`config.mk`:
```
export PLATFORM = sky130hd
export DESIGN_NAME = sine_tone_ring_writer
export DESIGN_NICKNAME = d
export VERILOG_FILES = /design/src/design/stw_pkg.sv /design/src/design/stw_div.sv /design/src/design/stw_cordic.sv /design/src/design/sine_tone_ring_writer.sv
export SDC_FILE = /design/constraint.sdc
export NUM_CORES = 2
export LEC_CHECK = 0
export ABC_AREA = 1
export BUFFER_PORTS_ARGS = -buffer_cell sky130_fd_sc_hd__clkbuf_2
export CAP_MARGIN = 20
export CORE_MARGIN = 10
export CORE_UTILIZATION = 50
export DETAILED_ROUTE_END_ITERATION = 7
export PLACE_DENSITY = 0.66
export SETUP_SLACK_MARGIN = 0.1
export SYNTH_ARGS = -nofsm -noshare
export SYNTH_HDL_FRONTEND = slang
export SYNTH_HIERARCHICAL = 1
export SYNTH_SLANG_ARGS = --single-unit
```
`constraint.sdc`:
```
create_clock -name clk -period 12.8 [get_ports clk]
set_clock_uncertainty 0.05 [all_clocks]
set_input_delay 0.64 -clock clk [delete_from_list [all_inputs] [get_ports clk]]
set_output_delay 0.64 -clock clk [all_outputs]
set_load 0.02 [all_outputs]
```
`src/design/stw_pkg.sv`:
```
`default_nettype none

package stw_pkg;

    // Default values of the top-level parameters
    localparam int ADDRESS_BITS_DEF        = 20;
    localparam int PHASE_FRACTION_BITS_DEF = 24;

    // Register field widths and reset values
    localparam int FREQ_W = 18;
    localparam int RATE_W = 18;
    localparam int LEN_W  = 20;

    localparam logic [FREQ_W-1:0] FREQ_RST = 18'd1840;
    localparam logic [RATE_W-1:0] RATE_RST = 18'd22050;
    localparam logic [LEN_W-1:0]  LEN_RST  = 20'd66150;

    // APB port
    localparam int PADDR_W = 4;
    localparam int PDATA_W = 32;

    // Register indexes (paddr[3:2])
    localparam logic [1:0] REG_TONE_FREQ   = 2'd0;
    localparam logic [1:0] REG_SAMPLE_RATE = 2'd1;
    localparam logic [1:0] REG_BUFFER_LEN  = 2'd2;

    // Divider step counter (enough for up to 32 quotient bits)
    localparam int STEPS_W = 6;

    // CORDIC: 32-bit turn angle, 2^30 amplitude scale
    localparam int ANGLE_W       = 32;
    localparam int CORDIC_W      = 34;
    localparam int CORDIC_STEPS  = 28;
    localparam int STEP_W        = 5;
    localparam int ATAN_W        = 30;
    localparam logic signed [CORDIC_W-1:0] CORDIC_GAIN_INV = 34'sd652032874;
    localparam logic [ANGLE_W-1:0] HALF_TURN = 32'h8000_0000;

    // Output scaling: sample = trunc(y * 32760 / 2^30)
    localparam int SAMPLE_W     = 16;
    localparam int AMPLITUDE    = 32760;
    localparam int AMP_SHIFT_HI = 15;   // 32760 = 2^15 - 2^3
    localparam int AMP_SHIFT_LO = 3;
    localparam int SAMPLE_SHIFT = 30;

    // Input and result transactions
    typedef struct packed {
        logic             restart;
        logic [LEN_W-1:0] start_offset;
    } item_t;

    typedef struct packed {
        logic [LEN_W-1:0]           write_address;
        logic signed [SAMPLE_W-1:0] sample_value;
        logic                       last;
    } result_t;

    // Divider control and status
    typedef struct packed {
        logic               start;
        logic [STEPS_W-1:0] steps;
    } div_ctrl_t;

    typedef struct packed {
        logic busy;
        logic done;
    } unit_stat_t;

    // atan(2^-k) in units of 2^-32 turn
    function automatic logic [ATAN_W-1:0] atan_turn(input logic [STEP_W-1:0] k);
        logic [ATAN_W-1:0] v;
        unique case (k)
            5'd0:    v = 30'd536870912;
            5'd1:    v = 30'd316933405;
            5'd2:    v = 30'd167458907;
            5'd3:    v = 30'd85004756;
            5'd4:    v = 30'd42667331;
            5'd5:    v = 30'd21354465;
            5'd6:    v = 30'd10679838;
            5'd7:    v = 30'd5340245;
            5'd8:    v = 30'd2670163;
            5'd9:    v = 30'd1335086;
            5'd10:   v = 30'd667544;
            5'd11:   v = 30'd333772;
            5'd12:   v = 30'd166886;
            5'd13:   v = 30'd83443;
            5'd14:   v = 30'd41721;
            5'd15:   v = 30'd20860;
            5'd16:   v = 30'd10430;
            5'd17:   v = 30'd5215;
            5'd18:   v = 30'd2607;
            5'd19:   v = 30'd1303;
            5'd20:   v = 30'd651;
            5'd21:   v = 30'd325;
            5'd22:   v = 30'd162;
            5'd23:   v = 30'd81;
            5'd24:   v = 30'd40;
            5'd25:   v = 30'd20;
            5'd26:   v = 30'd10;
            5'd27:   v = 30'd5;
            default: v = '0;
        endcase
        return v;
    endfunction

endpackage

`default_nettype wire

```
`src/design/stw_div.sv`:
```
`default_nettype none

// Restoring divider, one quotient bit per cycle. The partial remainder starts
// at init_rem (must be below divisor) and ctrl.steps dividend bits are shifted
// in MSB first.
module stw_div
    import stw_pkg::*;
#(
    parameter int DW = 24
)
(
    input  wire logic              clk,
    input  wire logic              rst_n,
    input  wire div_ctrl_t         ctrl,
    input  wire logic [RATE_W-1:0] init_rem,
    input  wire logic [DW-1:0]     dividend,
    input  wire logic [RATE_W-1:0] divisor,
    output unit_stat_t             stat,
    output logic [RATE_W-1:0]      rem,
    output logic [DW-1:0]          quot
);

    logic               busy_reg;
    logic               done_reg;
    logic [STEPS_W-1:0] cnt_reg;
    logic [RATE_W-1:0]  rem_reg;
    logic [DW-1:0]      dvd_reg;
    logic [DW-1:0]      quot_reg;

    logic [RATE_W:0] trial;
    logic [RATE_W:0] diff;
    logic            ge;

    // One trial subtraction
    always_comb
    begin
        trial = {rem_reg, dvd_reg[DW-1]};
        diff  = trial - {1'b0, divisor};
        ge    = (trial >= {1'b0, divisor});
    end

    // Step control
    always_ff @(posedge clk or negedge rst_n)
    begin
        if (!rst_n)
        begin
            busy_reg <= 1'b0;
            done_reg <= 1'b0;
            cnt_reg  <= '0;
        end
        else if (ctrl.start)
        begin
            busy_reg <= 1'b1;
            done_reg <= 1'b0;
            cnt_reg  <= ctrl.steps;
        end
        else if (busy_reg)
        begin
            cnt_reg <= cnt_reg - 1'b1;
            if (cnt_reg == STEPS_W'(1))
            begin
                busy_reg <= 1'b0;
                done_reg <= 1'b1;
            end
        end
        else
        begin
            done_reg <= 1'b0;
        end
    end

    // Remainder, dividend and quotient shift
    always_ff @(posedge clk)
    begin
        if (ctrl.start)
        begin
            rem_reg  <= init_rem;
            dvd_reg  <= dividend;
            quot_reg <= '0;
        end
        else if (busy_reg)
        begin
            rem_reg  <= ge ? diff[RATE_W-1:0] : trial[RATE_W-1:0];
            dvd_reg  <= dvd_reg << 1;
            quot_reg <= {quot_reg[DW-2:0], ge};
        end
    end

    assign stat.busy = busy_reg;
    assign stat.done = done_reg;
    assign rem       = rem_reg;
    assign quot      = quot_reg;

endmodule

`default_nettype wire

```
`src/design/stw_cordic.sv`:
```
`default_nettype none

// Iterative CORDIC sine: one rotation step per cycle, then scaling to
// 32760 full scale with truncation toward zero.
module stw_cordic
    import stw_pkg::*;
(
    input  wire logic               clk,
    input  wire logic               rst_n,
    input  wire logic               start,
    input  wire logic [ANGLE_W-1:0] angle,
    output unit_stat_t              stat,
    output logic signed [SAMPLE_W-1:0] sample
);

    localparam int P_W = CORDIC_W + 16;
    localparam int Q_W = P_W - SAMPLE_SHIFT;

    typedef enum logic [2:0] {C_IDLE, C_ITER, C_SCALE, C_ABS, C_ROUND} cstate_t;

    cstate_t                    state_reg;
    logic [STEP_W-1:0]          k_reg;
    logic                       done_reg;
    logic signed [SAMPLE_W-1:0] sample_reg;

    logic signed [CORDIC_W-1:0] x_reg;
    logic signed [CORDIC_W-1:0] y_reg;
    logic signed [CORDIC_W-1:0] z_reg;
    logic signed [P_W-1:0]      p_reg;
    logic                       neg_reg;
    logic [Q_W-1:0]             q_reg;

    logic [ANGLE_W-1:0]         a_fold;
    logic signed [CORDIC_W-1:0] z_init;
    logic signed [CORDIC_W-1:0] dx;
    logic signed [CORDIC_W-1:0] dy;
    logic signed [CORDIC_W-1:0] at;
    logic signed [P_W-1:0]      y_ext;
    logic signed [P_W-1:0]      p_calc;
    logic [P_W-1:0]             p_mag;
    logic [Q_W-1:0]             q_clamp;
    logic [SAMPLE_W-1:0]        c16;
    logic signed [SAMPLE_W-1:0] sample_calc;

    always_comb
    begin
        // Fold the second and third quadrant onto the first and fourth
        a_fold = (angle[ANGLE_W-1] ^ angle[ANGLE_W-2]) ? (HALF_TURN - angle) : angle;
        z_init = CORDIC_W'($signed(a_fold));

        // Rotation terms
        dx = y_reg >>> k_reg;
        dy = x_reg >>> k_reg;
        at = $signed({{(CORDIC_W-ATAN_W){1'b0}}, atan_turn(k_reg)});

        // y * 32760 as a shift-subtract
        y_ext  = P_W'(y_reg);
        p_calc = (y_ext <<< AMP_SHIFT_HI) - (y_ext <<< AMP_SHIFT_LO);

        // Magnitude, truncation and clamp
        p_mag   = p_reg[P_W-1] ? P_W'(-p_reg) : P_W'(p_reg);
        q_clamp = (q_reg > Q_W'(AMPLITUDE)) ? Q_W'(AMPLITUDE) : q_reg;
        c16     = q_clamp[SAMPLE_W-1:0];
        sample_calc = neg_reg ? -$signed(c16) : $signed(c16);
    end

    // Sequencer and registered outputs
    always_ff @(posedge clk or negedge rst_n)
    begin
        if (!rst_n)
        begin
            state_reg  <= C_IDLE;
            k_reg      <= '0;
            done_reg   <= 1'b0;
            sample_reg <= '0;
        end
        else
        begin
            done_reg <= 1'b0;
            unique case (state_reg)
                C_IDLE:
                begin
                    if (start)
                    begin
                        k_reg     <= '0;
                        state_reg <= C_ITER;
                    end
                end
                C_ITER:
                begin
                    k_reg <= k_reg + 1'b1;
                    if (k_reg == STEP_W'(CORDIC_STEPS - 1))
                    begin
                        state_reg <= C_SCALE;
                    end
                end
                C_SCALE:
                begin
                    state_reg <= C_ABS;
                end
                C_ABS:
                begin
                    state_reg <= C_ROUND;
                end
                C_ROUND:
                begin
                    sample_reg <= sample_calc;
                    done_reg   <= 1'b1;
                    state_reg  <= C_IDLE;
                end
                default:
                begin
                    state_reg <= C_IDLE;
                end
            endcase
        end
    end

    // Datapath
    always_ff @(posedge clk)
    begin
        if (state_reg == C_IDLE && start)
        begin
            x_reg <= CORDIC_GAIN_INV;
            y_reg <= '0;
            z_reg <= z_init;
        end
        else if (state_reg == C_ITER)
        begin
            if (!z_reg[CORDIC_W-1])
            begin
                x_reg <= x_reg - dx;
                y_reg <= y_reg + dy;
                z_reg <= z_reg - at;
            end
            else
            begin
                x_reg <= x_reg + dx;
                y_reg <= y_reg - dy;
                z_reg <= z_reg + at;
            end
        end
        if (state_reg == C_SCALE)
        begin
            p_reg <= p_calc;
        end
        if (state_reg == C_ABS)
        begin
            neg_reg <= p_reg[P_W-1];
            q_reg   <= p_mag[P_W-1:SAMPLE_SHIFT];
        end
    end

    assign stat.busy = (state_reg != C_IDLE);
    assign stat.done = done_reg;
    assign sample    = sample_reg;

endmodule

`default_nettype wire

```
`src/design/sine_tone_ring_writer.sv`:
```
`default_nettype none

// Sine tone ring writer. Each transaction on the item channel yields one
// result: a sample of 32760*sin(2*pi*f*i/fs), truncated toward zero to within
// one LSB, the ring buffer address it belongs at, and a last flag on sample
// length-1 of a run. restart=1 begins a new run at start_offset (taken as 0
// when not below the buffer length). One item is worked on at a time, and
// item_ready comes back in the same cycle as its result appears. The phase
// arithmetic uses a shared one-bit-per-cycle divider. It first reduces the
// phase remainder mod the sample rate (18 steps) and then forms the turn
// fraction (PHASE_FRACTION_BITS steps). Last it computes f mod fs while a
// 28-step CORDIC and its scaling run. Each unit is launched through a start
// register and then loads its operands, and the sequencer records the
// finished sine and f mod fs, leaves the wait and then writes the result.
// item_ready is high only between items. A finished result sits in an output
// register, so the next item can be taken while it waits. If a result is
// still waiting when the next one is ready, the sequencer holds that one and
// keeps item_ready low until the receiver takes the first. The registers
// (tone frequency at 0x0, sample rate at 0x4, buffer length at 0x8) must be
// written only while the block is idle; the block itself does not enforce
// this.
module sine_tone_ring_writer
    import stw_pkg::*;
#(
    parameter int ADDRESS_BITS        = ADDRESS_BITS_DEF,
    parameter int PHASE_FRACTION_BITS = PHASE_FRACTION_BITS_DEF
)
(
    input  wire logic               clk,
    input  wire logic               rst_n,
    // APB configuration port
    input  wire logic               psel,
    input  wire logic               penable,
    input  wire logic               pwrite,
    input  wire logic [PADDR_W-1:0] paddr,
    input  wire logic [PDATA_W-1:0] pwdata,
    output logic [PDATA_W-1:0]      prdata,
    output logic                    pready,
    // Item channel
    input  wire logic               item_valid,
    output logic                    item_ready,
    input  wire item_t              item,
    // Result channel
    output logic                    result_valid,
    input  wire logic               result_ready,
    output result_t                 result
);

    localparam int AW = (ADDRESS_BITS < LEN_W) ? ADDRESS_BITS : LEN_W;
    localparam int DW = (PHASE_FRACTION_BITS > RATE_W) ? PHASE_FRACTION_BITS : RATE_W;

    typedef enum logic [2:0] {S_IDLE, S_MOD, S_TURN, S_SINE, S_WRITE} state_t;

    // Configuration registers
    logic [FREQ_W-1:0] freq_reg;
    logic [RATE_W-1:0] rate_reg;
    logic [LEN_W-1:0]  len_reg;

    // Sequencer and run state
    state_t             state_reg;
    div_ctrl_t          div_ctrl_reg;
    logic [RATE_W-1:0]  div_init_reg;
    logic [DW-1:0]      div_dvd_reg;
    logic               cordic_start_reg;
    logic [ANGLE_W-1:0] angle_reg;
    logic [AW-1:0]      count_reg;
    logic [AW-1:0]      ring_reg;
    logic [AW-1:0]      offset_reg;
    logic [RATE_W-1:0]  phase_reg;
    logic [RATE_W-1:0]  fmod_reg;
    logic               sine_seen_reg;
    logic               fmod_seen_reg;
    logic               result_valid_reg;
    result_t            result_reg;

    // Unit connections
    unit_stat_t                 div_stat;
    logic [RATE_W-1:0]          div_rem;
    logic [DW-1:0]              div_quot;
    unit_stat_t                 cord_stat;
    logic signed [SAMPLE_W-1:0] cord_sample;

    // Working values
    logic              cfg_write;
    logic              item_take;
    logic [AW-1:0]     len_eff;
    logic [RATE_W-1:0] fs_eff;
    logic [AW-1:0]     off_in;
    logic [AW-1:0]     off_ok;
    logic [AW-1:0]     pos_base;
    logic [AW-1:0]     ring_next;
    logic [RATE_W-1:0] phase_base;
    logic              is_last;
    logic [AW-1:0]     ring_adv;
    logic [AW-1:0]     ring_step;
    logic [AW-1:0]     ring_restart;
    logic [RATE_W:0]   phase_sum;
    logic [RATE_W-1:0] phase_step;
    logic              out_free;

    stw_div #(
        .DW (DW)
    ) u_div (
        .clk      (clk),
        .rst_n    (rst_n),
        .ctrl     (div_ctrl_reg),
        .init_rem (div_init_reg),
        .dividend (div_dvd_reg),
        .divisor  (fs_eff),
        .stat     (div_stat),
        .rem      (div_rem),
        .quot     (div_quot)
    );

    stw_cordic u_cordic (
        .clk    (clk),
        .rst_n  (rst_n),
        .start  (cordic_start_reg),
        .angle  (angle_reg),
        .stat   (cord_stat),
        .sample (cord_sample)
    );

    // Configuration registers
    assign cfg_write = psel && penable && pwrite && pready;
    assign pready    = 1'b1;

    always_ff @(posedge clk or negedge rst_n)
    begin
        if (!rst_n)
        begin
            freq_reg <= FREQ_RST;
            rate_reg <= RATE_RST;
            len_reg  <= LEN_RST;
        end
        else if (cfg_write)
        begin
            unique case (paddr[3:2])
                REG_TONE_FREQ:   freq_reg <= pwdata[FREQ_W-1:0];
                REG_SAMPLE_RATE: rate_reg <= pwdata[RATE_W-1:0];
                REG_BUFFER_LEN:  len_reg  <= pwdata[LEN_W-1:0];
                default:         ;
            endcase
        end
    end

    always_comb
    begin
        unique case (paddr[3:2])
            REG_TONE_FREQ:   prdata = PDATA_W'(freq_reg);
            REG_SAMPLE_RATE: prdata = PDATA_W'(rate_reg);
            REG_BUFFER_LEN:  prdata = PDATA_W'(len_reg);
            default:         prdata = '0;
        endcase
    end

    // Run bookkeeping
    always_comb
    begin
        len_eff    = (len_reg[AW-1:0] == '0) ? AW'(1) : len_reg[AW-1:0];
        fs_eff     = (rate_reg == '0) ? RATE_W'(1) : rate_reg;

        // Restart and wrap of the current position
        off_in     = item.start_offset[AW-1:0];
        off_ok     = (off_in >= len_eff) ? '0 : off_in;
        pos_base   = item.restart ? off_ok : ring_reg;
        ring_next  = (pos_base >= len_eff) ? '0 : pos_base;
        phase_base = item.restart ? '0 : phase_reg;

        // Advance after the sample
        is_last      = (count_reg >= len_eff - 1'b1);
        ring_adv     = ring_reg + 1'b1;
        ring_step    = (ring_adv >= len_eff) ? '0 : ring_adv;
        ring_restart = (offset_reg < len_eff) ? offset_reg : '0;
        phase_sum    = {1'b0, phase_reg} + {1'b0, fmod_reg};
        phase_step   = (phase_sum >= {1'b0, fs_eff}) ?
                       RATE_W'(phase_sum - {1'b0, fs_eff}) : phase_sum[RATE_W-1:0];
    end

    assign item_ready = (state_reg == S_IDLE);
    assign item_take  = item_valid && item_ready;
    assign out_free   = !result_valid_reg || result_ready;

    // Sequencer
    always_ff @(posedge clk or negedge rst_n)
    begin
        if (!rst_n)
        begin
            state_reg        <= S_IDLE;
            div_ctrl_reg     <= '0;
            div_init_reg     <= '0;
            div_dvd_reg      <= '0;
            cordic_start_reg <= 1'b0;
            angle_reg        <= '0;
            count_reg        <= '0;
            ring_reg         <= '0;
            offset_reg       <= '0;
            phase_reg        <= '0;
            fmod_reg         <= '0;
            sine_seen_reg    <= 1'b0;
            fmod_seen_reg    <= 1'b0;
            result_valid_reg <= 1'b0;
            result_reg       <= '0;
        end
        else
        begin
            div_ctrl_reg.start <= 1'b0;
            cordic_start_reg   <= 1'b0;
            if (result_valid_reg && result_ready)
            begin
                result_valid_reg <= 1'b0;
            end

            unique case (state_reg)
                S_IDLE:
                begin
                    if (item_take)
                    begin
                        ring_reg <= ring_next;
                        if (item.restart)
                        begin
                            offset_reg <= off_ok;
                            count_reg  <= '0;
                        end
                        // phase remainder mod fs
                        div_ctrl_reg.start <= 1'b1;
                        div_ctrl_reg.steps <= STEPS_W'(RATE_W);
                        div_init_reg       <= '0;
                        div_dvd_reg        <= DW'(phase_base) << (DW - RATE_W);
                        state_reg          <= S_MOD;
                    end
                end
                S_MOD:
                begin
                    if (div_stat.done)
                    begin
                        // turn fraction = remainder * 2^P / fs
                        phase_reg          <= div_rem;
                        div_ctrl_reg.start <= 1'b1;
                        div_ctrl_reg.steps <= STEPS_W'(PHASE_FRACTION_BITS);
                        div_init_reg       <= div_rem;
                        div_dvd_reg        <= '0;
                        state_reg          <= S_TURN;
                    end
                end
                S_TURN:
                begin
                    if (div_stat.done)
                    begin
                        angle_reg <= ANGLE_W'(div_quot[PHASE_FRACTION_BITS-1:0])
                                     << (ANGLE_W - PHASE_FRACTION_BITS);
                        cordic_start_reg   <= 1'b1;
                        // f mod fs runs beside the CORDIC
                        div_ctrl_reg.start <= 1'b1;
                        div_ctrl_reg.steps <= STEPS_W'(RATE_W);
                        div_init_reg       <= '0;
                        div_dvd_reg        <= DW'(freq_reg) << (DW - FREQ_W);
                        sine_seen_reg      <= 1'b0;
                        fmod_seen_reg      <= 1'b0;
                        state_reg          <= S_SINE;
                    end
                end
                S_SINE:
                begin
                    if (cord_stat.done)
                    begin
                        sine_seen_reg <= 1'b1;
                    end
                    if (div_stat.done)
                    begin
                        fmod_reg      <= div_rem;
                        fmod_seen_reg <= 1'b1;
                    end
                    if (sine_seen_reg && fmod_seen_reg)
                    begin
                        state_reg <= S_WRITE;
                    end
                end
                S_WRITE:
                begin
                    if (out_free)
                    begin
                        result_reg.write_address <= LEN_W'(ring_reg);
                        result_reg.sample_value  <= cord_sample;
                        result_reg.last          <= is_last;
                        result_valid_reg         <= 1'b1;
                        if (is_last)
                        begin
                            count_reg <= '0;
                            ring_reg  <= ring_restart;
                            phase_reg <= '0;
                        end
                        else
                        begin
                            count_reg <= count_reg + 1'b1;
                            ring_reg  <= ring_step;
                            phase_reg <= phase_step;
                        end
                        state_reg <= S_IDLE;
                    end
                end
                default:
                begin
                    state_reg <= S_IDLE;
                end
            endcase
        end
    end

    assign result_valid = result_valid_reg;
    assign result       = result_reg;

`ifndef ASSERT_OFF
    a_accept_blocks: assert property (@(posedge clk) disable iff (!rst_n)
        item_valid && item_ready |=> !item_ready)
        else $error("item accepted while a previous item was still in work");

    a_sample_range: assert property (@(posedge clk) disable iff (!rst_n)
        result_valid |-> (result.sample_value <= 16'sd32760 &&
                          result.sample_value >= -16'sd32760))
        else $error("sample outside full scale");

    a_units_quiet: assert property (@(posedge clk) disable iff (!rst_n)
        item_ready |-> (!div_stat.busy && !cord_stat.busy))
        else $error("arithmetic unit busy while idle");

    a_write_complete: assert property (@(posedge clk) disable iff (!rst_n)
        state_reg == S_WRITE |-> (sine_seen_reg && fmod_seen_reg))
        else $error("result written before sine and phase step were ready");
`endif

endmodule

`default_nettype wire
```
# ---- Yosys cells after proc, flatten, opt, wreduce, memory -nomap -nowiden
# Memories as Yosys holds them, arrays and structs flattened.
# Cells that the tools add are included.
# W data, S select, Z words.
dict set report word_totals {
  in_bits 64
  wordCells 205
  reg_bits 541
  mem_bits_ro 960
  n_memories 1
  out_inout_bits 72
}
dict set report classes {
  bitwise 1
  order_cmp 8
  add_sub_neg 18
  eq_ne 23
  n_mux 78
  n_reduce_logical 36
  shifts 2
}
# memory depth word_bits read_ports rd_clocked_by_memory_dff wr line
set mem_list {}
lappend mem_list {{(name not given)} 32 30 1 0 0 stw_pkg.sv:72} ;# unique case (k)
# cell count
set op_table {}
lappend op_table {{$mux W20} 13}
lappend op_table {{$mux W18} 11}
lappend op_table {{$mux W34} 5}
lappend op_table {{$mux W24} 5}
lappend op_table {{$ge A20 B20 Y1} 4}
lappend op_table {{$pmux W20 S2} 2}
lappend op_table {{$pmux W24 S3} 1}
lappend op_table {{$add A34 B34 Y34} 2}
lappend op_table {{$sshr A34 B5 Y34} 2}
lappend op_table {{$sub A34 B34 Y34} 2}
lappend op_table {{$pmux W20 S3} 1}
lappend op_table {{$pmux W18 S3} 1}
lappend op_table {{$neg A50 Y50} 1}
lappend op_table {{$sub A49 B37 Y50} 1}
lappend op_table {{$mux W49} 1}
lappend op_table {{$add A20 B1 Y20 const B} 2}
lappend op_table {{$ge A19 B18 Y1} 2}
lappend op_table {{$pmux W18 S2} 1}
lappend op_table {{$sub A18 B18 Y18} 2}
lappend op_table {{$add A34 B31 Y34} 1}
lappend op_table {{$sub A34 B31 Y34} 1}
lappend op_table {{$mux W16} 2}
lappend op_table {{$mux W32} 1}
lappend op_table {{$sub A32 B32 Y32 const A} 1}
lappend op_table {{41 further kinds} 101}

# ---- Depth between registers and ports, before layout
dict set report depth {
  ltp_word 9
  depth_mapped 39
  ltp_nobuf 37
}

# ---- By module
# Netlist, hierarchy kept.
# mod instances area_each_um2 cells_per_inst
set modules_own_cells {}
lappend modules_own_cells {stw_cordic 1 22444.0 3548}
lappend modules_own_cells {sine_tone_ring_writer 1 17603.1 2375}
lappend modules_own_cells {stw_div 1 4446.8 573}

# ---- Worst setup path before layout
# No wires, ideal clock.
dict set report synth_timing {
  path_type {register to register}
  from {register u_cordic.k_reg[1]}
  to {register u_cordic.z_reg[28] (data pin)}
  stages_incl_launch_ff 29
  path_buffers 2
  setup_ns 0.256
  arrival_ns 4.092
  slack_ns 8.402
  path_cell_list {dfrtp_1 buf_4 clkinv_2 buf_4 ha_1 nor2_1 o21ai_0 nand2_1 a21oi_1 inv_1 ha_1 nand3_1 nor2_1 inv_1 nor2_1 and2_1 nor2_1 xor2_1 inv_1 ha_1 a31oi_1 a21boi_0 o21ai_1 a21boi_0 o21ai_1 a21oi_1 nand2_1 nand3_1 nand2_1}
}
dict set report synth_between {
  elab_chain_cells 5
}
# element line
set synth_lines {}
lappend synth_lines {{start, declared} stw_cordic.sv:22} ;# logic [STEP_W-1:0] k_reg;
lappend synth_lines {{start signal, assigned} stw_cordic.sv:91} ;# k_reg <= k_reg + 1'b1;
lappend synth_lines {{$mem_v2 Z32 W30 (*)} --}
lappend synth_lines {{$sub A34 B31 Y34 / $add A34 B31 Y34 (equally long branches)} {stw_cordic.sv:134, stw_cordic.sv:140}}
lappend synth_lines {{$mux W34 (*)} stw_cordic.sv:130} ;# if (!z_reg[CORDIC_W-1])
lappend synth_lines {{$mux W34 (*)} stw_cordic.sv:128} ;# else if (state_reg == C_ITER)
lappend synth_lines {{$mux W34 (*)} stw_cordic.sv:122} ;# if (state_reg == C_IDLE && start)
lappend synth_lines {{end signal, assigned} stw_cordic.sv:126} ;# z_reg <= z_init;
lappend synth_lines {{end signal, assigned} stw_cordic.sv:134} ;# z_reg <= z_reg - at;
lappend synth_lines {{end signal, assigned} stw_cordic.sv:140} ;# z_reg <= z_reg + at;
lappend synth_lines {{end, declared} stw_cordic.sv:28} ;# logic signed [CORDIC_W-1:0] z_reg;
# Mark *: on every way between the ends. The rest lies on a longest branch, timed or not. The select of a mux whose other input is x is not followed.
# A chain may end at the register's enable or synchronous reset.

# ---- Final worst setup path
dict set report layout_timing {
  from {register u_cordic.k_reg[0]}
  to {register u_cordic.x_reg[33]}
}
dict set report layout_between {
  elab_chain_cells 3
}
# element line
set layout_lines {}
lappend layout_lines {{$sshr A34 B5 Y34 (*)} stw_cordic.sv:52} ;# dx = y_reg >>> k_reg;
lappend layout_lines {{$sub A34 B34 Y34 / $add A34 B34 Y34 (equally long branches)} {stw_cordic.sv:132, stw_cordic.sv:138}}
lappend layout_lines {{$mux W34 (*)} stw_cordic.sv:130}
lappend layout_lines {{end signal, assigned} stw_cordic.sv:132} ;# x_reg <= x_reg - dx;
lappend layout_lines {{end signal, assigned} stw_cordic.sv:138} ;# x_reg <= x_reg + dx;
lappend layout_lines {{end, declared} stw_cordic.sv:26} ;# logic signed [CORDIC_W-1:0] x_reg;
# Mark *: on every way between the ends. The rest lies on a longest branch, timed or not.

==> results <==
- The worst-case headroom to the max-slew limit is 34.24%.
- The worst hold path startpoint is pwdata[18].
- The worst register-to-register path ends at u_cordic/x_reg[33].
- Summed over all layers, the routed wires come to between 100,000 and 150,000 um.
- The final count of pins violating max slew was 0.
- After clock tree synthesis, the repair step resized 0 gates.
- The area overhead of the layout relative to synthesis is 8.033%.
- Averaged over all synthesized cells, the footprint is 6.849 sq um.
- The initial antenna violation count is 1.
- During I/O placement, the number of pins put on the boundary was 136.
- Once routing completed, OpenROAD measured the worst setup slack at 6553 ps.
- Of all nets on the critical path, the largest fanout is between 70 and 80.
- The detailed router placed 42,870 vias in this run.
- The startpoint of the most critical register-to-register path is u_cordic/k_reg[0].
- The path class of the tightest hold or removal check is in2reg.
- The endpoint class of the critical path is a register.
- The maximum clock path buffer count is 3.
- After layout, the worst path uses 48.81% of the clock period.
- The number of stages on the worst hold path is 3.
- The initialized floorplan defines 109 standard-cell rows.
- The net count reported at finish is 6,868.
- The number of nets still failing antenna checks after routing is 0.
- For the worst setup path, the data required time is 13,360 ps.
- After detailed routing, the average wire length per cell comes to 17.35 um.
- The global-route usage over all layers is roughly a quarter.
- The number of flip-flops under the largest register name is 47.
- Adding up every negative setup slack in the final design gives 0 ps.
- Setup repair after global routing left no endpoint under its margin.
- The DRC violation count after routing is 0.
- The pre-antenna-repair detailed-routing pass consisted of 6 iterations.
- The number of buffers created by CTS is 61.
- The core area is 88,370 sq um.
- The number of warnings issued by yosys is 6.
- The post-route netlist has 6.569% of its cells at a drive strength greater than 1.
- The die area is 101,300 sq um.
- The number of setup buffers added after CTS is 0.
- The flow ran to the end, and the final reports show no timing, DRC or antenna violations.
- Dividing the detail-routed via count by the number of cells gives 5.559.
- The detailed router finished its first iteration with ~4,100 violations.
- The worst setup path is launched from a register.
- The worst endpoint data arrival time is roughly 7000 ps.
- The cell repeated most along the worst path is sky130_fd_sc_hd__nand2_1.
- The transition time of the tightest slew-check pin is 986.4 ps.
- The post-layout utilization of the core is 54.38%.
- The slowest stage cell on the critical path is sky130_fd_sc_hd__buf_4.
- The number of sinks driven by the clock tree is 529.
- Entering global routing, the biggest net connects roughly 110 pins.
- The cell depth of the worst flop-to-flop path is 30.
- For this run the aggregate overflow at the end of global routing stands at 0.
- The final hold slack is 190.0 ps.
- The worst hold path terminates at len_reg[18].
- The tree is rooted in a sky130_fd_sc_hd__clkbuf_16.
- At the placement stage, the worst setup path has a slack of roughly 6700 ps.
- The die extent in x is 318.3 um.
- In this run the tool buffered the top-level ports with between 100 and 150 buffer cells.
- The clock-pin slew on the worst setup and hold paths is 70 ps.
- The final hold violation count is 0.
- The repair_antennas step left the layout with diodes totalling 0.
- The peak per-stage delay on the critical path is 670 ps.
- The floorplan step set the die height to 318.3 um.
- The H-tree was split into 2 levels.
- The last weighted congestion value of the routability-driven placer is 0.9834.
- The setup slack of the worst register-to-register path is around 6600 ps.
- After layout, the minimum clock period comes to about 6200 ps.
- The synthesized area is 44,490 sq um.
- For this configuration, the core starts out at a cell density of 50.34%.
- The maximum operating frequency is 0.1601 GHz.
- The worst setup path category is reg2reg.
- The CTS tree is yes.
- The number of hold buffers added after CTS was 1.
- After legalization and detailed placement, the total HPWL measured 102,100 um.
- The number of global-route vias before repair is between 30,000 and 40,000.
- For the worst-skew pair, the clock arrives at the later sink with an insertion delay of 690 ps.
- The first-pass GRT wire length is around 210,000 um.
- The number of failing setup endpoints in the final timing report is 0.
- The number of instances in the synthesized netlist is around 6,500.
- The count of max-cap constraint violations is 0.
-- worst max-delay path by stage --
stage                            startpoint                 end  cells after the start
after floorplan           u_cordic/k_reg[1]  u_cordic/z_reg[28]                     28
after global placement    u_cordic/k_reg[0]  u_cordic/x_reg[33]                     30
after detailed placement  u_cordic/k_reg[0]  u_cordic/y_reg[33]                     31
after CTS                 u_cordic/k_reg[0]  u_cordic/y_reg[33]                     31
after global routing      u_cordic/k_reg[0]  u_cordic/z_reg[28]                     26
final                     u_cordic/k_reg[0]  u_cordic/x_reg[33]                     30
-- worst max-delay path, delay by kind of cell (launching register included) --
family / cells / cell delay, ps
DFF: 1 / 340
AOI/OAI and AO/OA: 2 / 280
and+or+nand+nor: 20 / 3410
buffers and inverters: 5 / 1340
xor gates and xnor gates: 1 / 170
adders and majority gates: 2 / 560
-- routing by layer --
layer	routed length, um	part of all wire (%)	global-route usage [%]	vias to the layer above
met5	0	0	0	-
met4	4056	3.0	7.958	0
met3	8498	6.4	3.060	245
met2	60180	45	40.71	1387
met1	61020	46	34.98	19760
li1	-	-	-	21480
-- per-stage QoR --
stage | instances | instance area (sq um)
finish | 7711 | 48060
global route | 7711 | 48060
CTS | 7707 | 47970
detailed placement | 7590 | 45690
global placement | 7590 | 45690
floorplan | 6534 | 44630
-- layout by cell type, fill, tap and decap left out, types with 17 or more instances in the layout --
cell	instances
sky130_fd_sc_hd__nand2_1	1794
sky130_fd_sc_hd__inv_1	733
sky130_fd_sc_hd__nand3_1	619
sky130_fd_sc_hd__nor2_1	495
sky130_fd_sc_hd__o21ai_0	385
sky130_fd_sc_hd__a21oi_1	367
sky130_fd_sc_hd__ha_1	305
sky130_fd_sc_hd__dfrtp_1	273
sky130_fd_sc_hd__xor2_1	189
sky130_fd_sc_hd__edfxtp_1	144
sky130_fd_sc_hd__clkbuf_2	107
sky130_fd_sc_hd__xnor2_1	94
sky130_fd_sc_hd__dfxtp_1	92
sky130_fd_sc_hd__nor3_1	67
sky130_fd_sc_hd__clkbuf_16	65
sky130_fd_sc_hd__nand4_1	57
sky130_fd_sc_hd__a31oi_1	50
sky130_fd_sc_hd__o211ai_1	42
sky130_fd_sc_hd__conb_1	41
sky130_fd_sc_hd__o22ai_1	40
sky130_fd_sc_hd__buf_4	38
sky130_fd_sc_hd__o221ai_1	36
sky130_fd_sc_hd__nand3b_1	35
sky130_fd_sc_hd__o21ai_1	34
sky130_fd_sc_hd__o21a_1	32
sky130_fd_sc_hd__inv_2	30
sky130_fd_sc_hd__o21bai_1	29
sky130_fd_sc_hd__nor4_1	27
sky130_fd_sc_hd__nand2_2	26
sky130_fd_sc_hd__and2_1	24
sky130_fd_sc_hd__o31ai_1	23
sky130_fd_sc_hd__a21o_1	22
sky130_fd_sc_hd__dfstp_2	17
-- area by class of cell --
cell class	instances	area, sq um
clock buffers	85	1802
well taps	1165	1458
clock inverters	31	469.2
fillers	8823	40310
flip-flops and latches	529	13520
inverters	771	2903
multi-input cells	4979	26970
repair buffers	151	939.7
Power is not shown: default switching activity piles up to over one toggle a cycle in this logic, so the estimate is an artifact.
